File: src/sv/mbps_pkg.sv
// Package for the multicolor bitmap pixel store.
// Holds access codes, mode codes, register indexes, reset values and the
// controller/datapath interface types. No dependencies.
package mbps_pkg;

    // Access codes carried on func
    typedef enum logic [1:0] {
        FUNC_RD_PIX  = 2'd0,
        FUNC_WR_PIX  = 2'd1,
        FUNC_RD_CELL = 2'd2,
        FUNC_WR_CELL = 2'd3
    } func_t;

    // Pixel mode codes (code three behaves as hires)
    localparam logic [1:0] MODE_HIRES = 2'd0;
    localparam logic [1:0] MODE_MULTI = 2'd1;
    localparam logic [1:0] MODE_CMAP  = 2'd2;

    // Configuration register indexes
    localparam logic [1:0] CFG_PIXEL_MODE    = 2'd0;
    localparam logic [1:0] CFG_BITMAP_WIDTH  = 2'd1;
    localparam logic [1:0] CFG_BITMAP_HEIGHT = 2'd2;

    // Register widths and reset values
    localparam int CFG_DATA_W = 10;
    localparam logic [1:0] RST_PIXEL_MODE    = MODE_HIRES;
    localparam logic [9:0] RST_BITMAP_WIDTH  = 10'd320;
    localparam logic [8:0] RST_BITMAP_HEIGHT = 9'd192;

    // Store word widths: one pixel word holds eight pixels of a row
    localparam int PIX_WORD_W = 8;
    localparam int CELL_W     = 8;

    // Cell value above which a pixel is multicolor in color-map mode
    localparam logic [7:0] CELL_MC_LIMIT = 8'd7;

    // Controller states
    typedef enum logic [1:0] {
        ST_CLEAR,
        ST_IDLE,
        ST_READ,
        ST_EXEC
    } state_t;

    // Controller to datapath commands
    typedef struct packed {
        logic clr_en;
        logic load;
        logic rd_en;
        logic exec;
    } mbps_cmd_t;

    // Datapath to controller status
    typedef struct packed {
        logic clr_last;
    } mbps_stat_t;

endpackage

File: src/sv/mbps_ctrl.sv
// Controller of the pixel store: clearing pass, accept, read, execute.
// Depends on mbps_pkg.
module mbps_ctrl (
    input  logic               clk,
    input  logic               rst_n,
    input  logic               start,
    input  mbps_pkg::mbps_stat_t stat,
    output mbps_pkg::mbps_cmd_t  cmd,
    output logic               busy
);
    import mbps_pkg::*;

    state_t state_reg;
    state_t state_next;

    // State register
    always_ff @(posedge clk or negedge rst_n)
    begin
        if (!rst_n)
        begin
            state_reg <= ST_CLEAR;
        end
        else
        begin
            state_reg <= state_next;
        end
    end

    // Next state
    always_comb
    begin
        state_next = state_reg;
        unique case (state_reg)
            ST_CLEAR:
            begin
                if (stat.clr_last)
                begin
                    state_next = ST_IDLE;
                end
            end
            ST_IDLE:
            begin
                if (start)
                begin
                    state_next = ST_READ;
                end
            end
            ST_READ:
            begin
                state_next = ST_EXEC;
            end
            ST_EXEC:
            begin
                state_next = ST_IDLE;
            end
            default:
            begin
                state_next = ST_CLEAR;
            end
        endcase
    end

    // Outputs
    always_comb
    begin
        cmd  = '0;
        busy = 1'b1;
        unique case (state_reg)
            ST_CLEAR:
            begin
                cmd.clr_en = 1'b1;
            end
            ST_IDLE:
            begin
                busy     = 1'b0;
                cmd.load = start;
            end
            ST_READ:
            begin
                cmd.rd_en = 1'b1;
            end
            ST_EXEC:
            begin
                cmd.exec = 1'b1;
            end
            default:
            begin
                cmd = '0;
            end
        endcase
    end

endmodule

File: config.mk
export PLATFORM = sky130hd
export DESIGN_NAME = mbps_ctrl
export DESIGN_NICKNAME = d
export VERILOG_FILES = /design/src/sv/mbps_pkg.sv /design/src/sv/mbps_ctrl.sv
export SDC_FILE = /design/constraint.sdc
export NUM_CORES = 1
export LEC_CHECK = 0
export ABC_CLOCK_PERIOD_IN_PS = 2440
export BUFFER_PORTS_ARGS = -buffer_cell sky130_fd_sc_hd__clkbuf_2
export CAP_MARGIN = 20
export CORE_AREA = 3 3 40 42
export DETAILED_ROUTE_END_ITERATION = 6
export DIE_AREA = 0 0 43 45
export PLACE_DENSITY = 0.42
export SYNTH_ARGS = -nofsm -noshare
export SYNTH_HDL_FRONTEND = slang
export SYNTH_SLANG_ARGS = --single-unit
export TNS_END_PERCENT = 30
File: constraint.sdc
create_clock -name clk -period 2.44 [get_ports clk]
set_input_delay 0.488 -clock clk [delete_from_list [all_inputs] [get_ports clk]]
set_output_delay 0.488 -clock clk [all_outputs]
set_load 0.05 [all_outputs]
# After elaboration in Yosys (flattened, before gate mapping)
# Cells that the tools add are included.
# op_classes
n_eq_ne,5
mux,8
reduce_logical,2
# ops
cell,n
one-hot mux 2 bit (4 select lines),1
2-to-1 mux 1 bit,5
"== test 2 bit, second input constant",2
2-to-1 mux 2 bit,2
"!= test 2 bit, second input constant",2
"== test 2 x 1 -> 1 bit, second input constant",1
zero test 2 bit,1
AND reduction 2 bit,1
# totals
reg_bits,2
inputBits,4
out_inout_bits,5
wordCells,16

# Depth between registers and ports, before layout
# Gate-level depths: netlist of the first run.
# logic_depth
word_depth,3
mapped_depth,5
ltp_nobuf,5

# Worst setup path after synthesis of the first run
# No wires, ideal clock.
# synth_path
kind,flip-flop to output port
startpoint,register state_reg[1]
endpoint,output cmd[2] in the netlist's numbering
arrival_ps,1595
t_required_ps,1952
slack_ps,357
path_stages_with_launch,5
path_buffers,0
cell_sequence,dfrtp_1 -> inv_1 -> ha_1 -> inv_1 -> nor2_1
# synth_rtl
item,line,rtl
start: declaration,mbps_ctrl.sv:13,state_t state_reg;
start signal: assignment,mbps_ctrl.sv:25,state_reg <= state_next;
end: declaration,mbps_ctrl.sv:8,"output mbps_pkg::mbps_cmd_t cmd,"

==> results of run 1 <==
## per-layer routing
| metal | global-route usage | up-vias | wire, um |
|---|---|---|---|
| li1 | - | 71 | - |
| met1 | 0.0482 | 64 | 170 |
| met2 | 0.0569 | 7 | 155 |
| met3 | 0.0438 | 0 | 37 |
| met4 | 0.0723 | 0 | 0 |
| met5 | 0 | - | 0 |
## cell usage after synthesis
master	number	area, sq um
a21oi_2	1	8.76
dfrtp_1	2	50.1
ha_1	4	50.1
nor2_1	1	3.75
o21ai_0	2	10.0
mux2_4	1	15.0
inv_1	4	15.0
nor2b_4	1	13.8
## logic make-up (layout without fill, tap and decap cells)
group                    Yosys count  in the layout  synth area share
multiplexers                       1              1            0.0902
AND/OR/NAND/NOR                    2              2             0.105
buffers and inverters              4             15            0.0902
AO/OA/AOI/OAI                      3              3             0.113
flip-flops                         2              2             0.301
adder cells (fa/ha/maj)            4              4             0.301
## cell usage in the layout, fill, tap and decap left out
master    Yosys  layout
a21oi_2       1       1
clkbuf_4      0       3
dfrtp_1       2       2
nor2b_4       1       1
inv_1         4       4
ha_1          4       4
clkbuf_2      0       8
nor2_1        1       1
mux2_4        1       1
o21ai_0       2       2
## stage by stage
step	area (sq um)	worst slack, ns
global route	248	0.439
detailed placement	225	0.823
CTS	248	0.566
floorplan	166	0.357
finish	248	0.578
global placement	225	0.845
## final timing paths
kind,start,endpoint,slack [ns],cells past startpoint
worst min register to register,state_reg[1]$_DFFE_PN0P_,state_reg[1]$_DFFE_PN0P_,0.59,1
worst max-delay path,state_reg[1]$_DFFE_PN0P_,cmd[2],0.58,5
worst min-delay path,rst_n,state_reg[1]$_DFFE_PN0P_,0.04,1
max in group asynchronous,rst_n,state_reg[0]$_DFFE_PN0P_,2.29,1
min in group clk,stat,state_reg[0]$_DFFE_PN0P_,0.58,3
worst max register to register,state_reg[0]$_DFFE_PN0P_,state_reg[1]$_DFFE_PN0P_,1.06,5
## cell type report
class | instances | share of cell area
inverters | 4 | 0.0606
multi-input cells | 10 | 0.409
clock buffers | 3 | 0.0909
well taps | 15 | 0.0758
repair buffers | 8 | 0.162
flip-flops and latches | 2 | 0.202
## worst max-delay path, stage by stage (launching register included)
cell	delay (ns)
dfrtp_1	0.41
inv_1	0.10
ha_1	0.20
inv_1	0.07
nor2_1	0.09
clkbuf_2	0.28
==> impl_metrics.toml, run 1 <==
[status]
status = "completed"

[timing]
period_needed_ns = 1.86
fmax_ghz = 0.537
rsz0062_at_grt = "no"
finalMaxSlewViolations = 0
setup_viol = 0
slew_headroom = 0.815
fin_hold_ws_ns = 0.0448
hold_violations = 0
fin_crit_sh = 0.763
clock_skew_ns = 0.00194
tightest_slew_ns = 0.279
finalSetupTns_ns = 0

[synthesis]
ys_seq_elements = 2
syn_area_sq_um = 166
syn_nets = 24
seq_area_frac_synth = 0.301
netlist_instances = 16
ys_warn_count = 0
synth_cell_type_count = 8
syn_area_per_cell_sq_um = 10.4

[floorplanning]
die_h_um = 45
die_w_um = 43
dieArea_sq_um = 1940
rows = 13
num_io_pins = 9
start_util = 0.130
core_sq_um = 1280

[clock_network]
cts_tree = "yes"
cts_hold_buf = 0
postCtsSetupRepairBufs = 0
clkTransAtPathRegs_ns = 0.03
root_buffer = "clkbuf_4"
cts-resized-gates = 0
clockBufferDepth = 2
numCtsBuffers = 3
clk_latency_ns = 0.22
h-tree-depth = 1
cts.sinks = 2

[final_layout]
multi_input_area_sq_um = 101
syn_to_final_growth_pct = 48.9
regArea_sq_um = 50.0
largest_reg_flops = 2
antennaDiodeCount = 0
fillers = 144
instances_no_fill = 42
nets = 37
drive_gt1_frac = 0.519
final_util = 0.193

[placed_design]
hpwlAfterDp_um = 298
place_inst = 39
place_congestion = 0.575
port_buffers = 8

[global_route]
grt_usage = 0.0516
grt_pass1_vias = 166
grt_pass1_wl_um = 641
globalRouteOverflowTotal = 0
antenna_found_initial = 0
grt_max_degree = 5

[setup_path]
crit_path_start_kind = "flip-flop"
critPathKind = "flip-flop to primary output"
endpoint_kind = "primary output"
cp_max_fo = 4
cp_data_arrival_time_ns = 1.37
worstPathRequired_ns = 1.95

[drt]
final_antenna_net_count = 0
vias_per_cell = 3.38
dr.pass1.iters = 2
drc = 0
routed_wirelength_um = 363
vias = 142
drt_iter0_markers = 2
wl_per_cell_um = 8.64

[min_path]
hold_class = "input port to async pin"

[flow_run]
drv_cap = 0
Power of run 1 is left out: the tool's default activity adds up to more than one toggle a clock period on the data nets, which glitch-free logic cannot reach.
==> run 2: changes to the inputs <==
Settings changed: ABC_CLOCK_PERIOD_IN_PS 2440 to 1950.
Clock period 2.44 ns to 1.95 ns, I/O delays scaled along.
==> run 2 against run 1 <==
Against the previous run: highest routed layer unchanged; worst setup slack got worse by 0.37 ns; critical path type unchanged; critical endpoint unchanged; sequential share of layout area down 0.97 points; first-iteration DRC count shrank 100%; hold slack improved by 0.45 ns; global-route usage is 0.50 points lower; non-clock buffer count increased by 1; via count fell by 2.8%; register-to-register slack worse by 0.47 ns; utilization increased by 0.97 points; die area is the same.
==> impl_metrics.toml, run 2 (synthesis results as in run 1) <==
[setup_path]
crit_path_start_kind = "flip-flop"
path_cells = "inv_1, ha_1, inv_1, nor2_2, clkbuf_2"
critical-path-max-stage-delay_ns = 0.40
worstReg2RegStart = "state_reg[0]$_DFFE_PN0P_"
endpoint_kind = "primary output"
setup.worst_path.start = "state_reg[1]$_DFFE_PN0P_"
cp_max_fo = 4
critPathKind = "flip-flop to primary output"
cp_num_buf_inv = 3
crit_family = "buffers and inverters"
crit_path_frequent_cell = "inv_1"
critical_path.slowest_cell = "dfrtp_1"
cp_data_arrival_time_ns = 1.36
worstPathRequired_ns = 1.56

[global_route]
busiest_layer = "met4"
grt_usage = 0.0466
grt_pass1_wl_um = 558
use_met2 = 0.0359
antenna_found_initial = 0
gr-usage-met3 = 0.0398
grt_max_degree = 5
met1_usage = 0.0529
globalRouteOverflowTotal = 0
grt_pass1_vias = 135

[drt]
wl_per_cell_um = 7.98
final_antenna_net_count = 0
drt_iter0_markers = 0
vias = 138
vias_per_cell = 3.21
drc = 0
dr.pass1.iters = 1
routed_wirelength_um = 343

[timing]
slew_headroom = 0.815
fin_crit_sh = 0.895
fmax_ghz = 0.573
rsz0062_at_grt = "no"
finalMaxSlewViolations = 0
period_needed_ns = 1.75
setup_viol = 0
clock_skew_ns = 0.00216
hold_violations = 0
finalSetupTns_ns = 0
tightest_slew_ns = 0.279

[clock_network]
clkTransAtPathRegs_ns = 0.03
postCtsSetupRepairBufs = 0
cts-resized-gates = 0
cts.sinks = 2
numCtsBuffers = 3
h-tree-depth = 1
root_buffer = "clkbuf_4"
clockBufferDepth = 2
cts_tree = "yes"
clk_latency_ns = 0.22

[placed_design]
port_buffers = 8
hpwlAfterDp_um = 291
place_congestion = 0.635

[floorplanning]
die_h_um = 45
rows = 13
start_util = 0.130
core_sq_um = 1280
die_w_um = 43
num_io_pins = 9
dieArea_sq_um = 1940

[final_layout]
mostFrequentLayoutCells = "8 x clkbuf_2, 4 x inv_1, 4 x ha_1"
largest_reg_flops = 2
drive_gt1_frac = 0.536
antennaDiodeCount = 0
nets = 38
syn_to_final_growth_pct = 56.4
final_common_cell = "clkbuf_2"

[min_path]
hold_class = "input port to async pin"

[status]
status = "completed"

[flow_run]
drv_cap = 0
[run 2: worst register-to-register path, cell delays in order, from the launching register on]
cell and delay (ns):
dfrtp_1 0.38, inv_1 0.08, ha_1 0.21, nor2b_4 0.13
a21oi_2 0.13, mux2_4 0.31
[run 2: cell type report]
type,instances,area [sq um]
multi-input combinational,10,104
inverter,4,15.0
sequential,2,50.0
timing repair buffer,9,50.0
tap,15,18.8
fill,146,1020
clock buffer,3,22.5
[run 2: final timing paths]
kind                       cells past startpoint  slack [ns]                       end
max                                            5        0.20                    cmd[2]
min                                            2        0.50  state_reg[1]$_DFFE_PN0P_
max reg2reg                                    5        0.59  state_reg[1]$_DFFE_PN0P_
min reg2reg                                    1        0.58  state_reg[1]$_DFFE_PN0P_
max in group asynchronous                      2        1.35  state_reg[0]$_DFFE_PN0P_
min in group clk                               3        0.52  state_reg[0]$_DFFE_PN0P_
[run 2: per-stage QoR]
stage | instances | worst slack (ns) | hold WS, ns | utilization | area [sq um]
2_1_floorplan | 16 | 0.180 | 0.0944 | - | 169
5_1_grt | 43 | 0.0868 | 0.493 | 0.203 | 260
3_5_place_dp | 39 | 0.436 | 0.181 | 0.177 | 228
6_report | 43 | 0.205 | 0.496 | 0.203 | 260
4_1_cts | 43 | 0.180 | 0.489 | 0.203 | 260
3_3_place_gp | 39 | 0.448 | 0.176 | 0.177 | 228
[run 2: per-layer routing]
layer  vias up  part of all wire
li1         74                 -
met2         8              0.38
met5         -                 0
met3         0              0.15
met4         0                 0
met1        56              0.46
[run 2: timing repair]
| action | CTS | global route |
|---|---|---|
| setup endpoints to repair | 0 | 0 |
| endpoints found under the hold margin | 2 | 0 |
| hold buffers | 1 | 0 |
Power of run 2 is left out for the same reason.
==> run 3: changes to the inputs <==
Settings changed: ABC_CLOCK_PERIOD_IN_PS 1950 to 1600, PLACE_DENSITY 0.42 to 0.43.
Clock period 1.95 ns to 1.6 ns, I/O delays scaled along.
==> run 3 against run 2 <==
Against the previous run: routed wire length is 12% higher; final cell count is 2.3% higher; worst setup slack worse by 0.14 ns; flip-flop and latch count stayed put; clock skew is 0.0016 ns lower; non-clock buffer count is 1 higher.
==> impl_metrics.toml, run 3 (synthesis results as in run 1) <==
[setup_path]
crit_path_start_kind = "flip-flop"
worstPathRequired_ns = 1.28
cp_data_arrival_time_ns = 1.22
cp_max_fo = 3
endpoint_kind = "primary output"
critPathKind = "flip-flop to primary output"

[placed_design]
hpwlAfterDp_um = 292
place_congestion = 0.732
port_buffers = 8

[global_route]
globalRouteOverflowTotal = 0
grt_max_degree = 5
grt_usage = 0.0575
grt_pass1_wl_um = 662
antenna_found_initial = 0
grt_pass1_vias = 153

[timing]
finalSetupTns_ns = 0
clock_skew_ns = 0.000551
tightest_slew_ns = 0.278
hold_violations = 0
finalMaxSlewViolations = 0
rsz0062_at_grt = "yes"
fin_crit_sh = 0.962
setup_viol = 0
slew_headroom = 0.815
period_needed_ns = 1.54
fmax_ghz = 0.650

[floorplanning]
num_io_pins = 9
die_h_um = 45
die_w_um = 43
dieArea_sq_um = 1940
start_util = 0.130
rows = 13
core_sq_um = 1280

[final_layout]
regArea_sq_um = 50.0
final_common_cell = "clkbuf_2"
multi_input_area_sq_um = 111
fillers = 143
mostFrequentLayoutCells = "6 x clkbuf_2, 4 x inv_1, 4 x clkbuf_4"
antennaDiodeCount = 0
drive_gt1_frac = 0.586
largest_reg_flops = 2
syn_to_final_growth_pct = 72.9
nets = 39

[clock_network]
root_buffer = "clkbuf_4"
cts_tree = "yes"
clkTransAtPathRegs_ns = 0.03
h-tree-depth = 1
clk_latency_ns = 0.22
cts.sinks = 2
numCtsBuffers = 3
clockBufferDepth = 2

[drt]
final_antenna_net_count = 0
routed_wirelength_um = 383
dr.pass1.iters = 2
wl_per_cell_um = 8.70
vias = 151
drt_iter0_markers = 1
vias_per_cell = 3.43
drc = 0

[min_path]
hold_class = "input port to flip-flop"

[flow_run]
drv_cap = 0

[status]
status = "completed"
[run 3: cell count changes in the layout (fill, tap and decap cells not counted), sizes merged]
cell	change
clkbuf	-1
buf	+2
[run 3: timing repair]
item / 4_1_cts / 5_1_grt
buffers inserted: 1 / 0
resized for setup: 4 / 1
endpoints found under the setup margin: 2 / 1
endpoints found under the hold margin: 2 / 0
hold buffers: 1 / 0
[run 3: critical path, stage by stage, from the launching register on]
cell and delay, ns:
dfrtp_1 0.37, inv_1 0.08, ha_2 0.20, inv_1 0.08, nor2_4 0.11, buf_8 0.15
[run 3: per-stage QoR]
| step | area [sq um] | instances | utilization | hold slack [ns] | setup slack [ns] |
|---|---|---|---|---|---|
| after CTS | 287 | 44 | 0.223 | 0.408 | 0.0393 |
| final | 288 | 44 | 0.224 | 0.406 | 0.0608 |
| after global placement | 233 | 39 | 0.181 | 0.106 | 0.161 |
| after floorplan | 174 | 16 | - | 0.0244 | -0.0347 |
| after global routing | 288 | 44 | 0.224 | 0.422 | -0.0186 |
| after detailed placement | 233 | 39 | 0.181 | 0.112 | 0.135 |
[run 3: per-layer routing]
layer | global-route usage | part of all wire | vias up
met2 | 0.0629 | 0.37 | 11
met3 | 0.0478 | 0.19 | 4
met4 | 0.0904 | 0.065 | 0
met1 | 0.0506 | 0.38 | 61
met5 | 0 | 0 | -
li1 | - | - | 75
[run 3: final timing paths]
| check | from | endpoint | slack (ns) | cells past startpoint |
|---|---|---|---|---|
| setup / recovery | state_reg[1]$_DFFE_PN0P_ | cmd[2] | 0.06 | 5 |
| hold / removal | stat | state_reg[0]$_DFFE_PN0P_ | 0.41 | 3 |
| setup reg to reg | state_reg[0]$_DFFE_PN0P_ | state_reg[1]$_DFFE_PN0P_ | 0.24 | 5 |
| hold reg to reg | state_reg[0]$_DFFE_PN0P_ | state_reg[0]$_DFFE_PN0P_ | 0.58 | 2 |
| max in group asynchronous | rst_n | state_reg[0]$_DFFE_PN0P_ | 1.08 | 2 |
| min in group asynchronous | rst_n | state_reg[1]$_DFFE_PN0P_ | 0.42 | 2 |
[run 3: final cells by class]
class	instances	area share
inverters	4	0.0522
repair buffers	10	0.243
multi-input cells	10	0.387
flip-flops and latches	2	0.174
well taps	15	0.0652
clock buffers	3	0.0783
Power of run 3 is left out for the same reason.
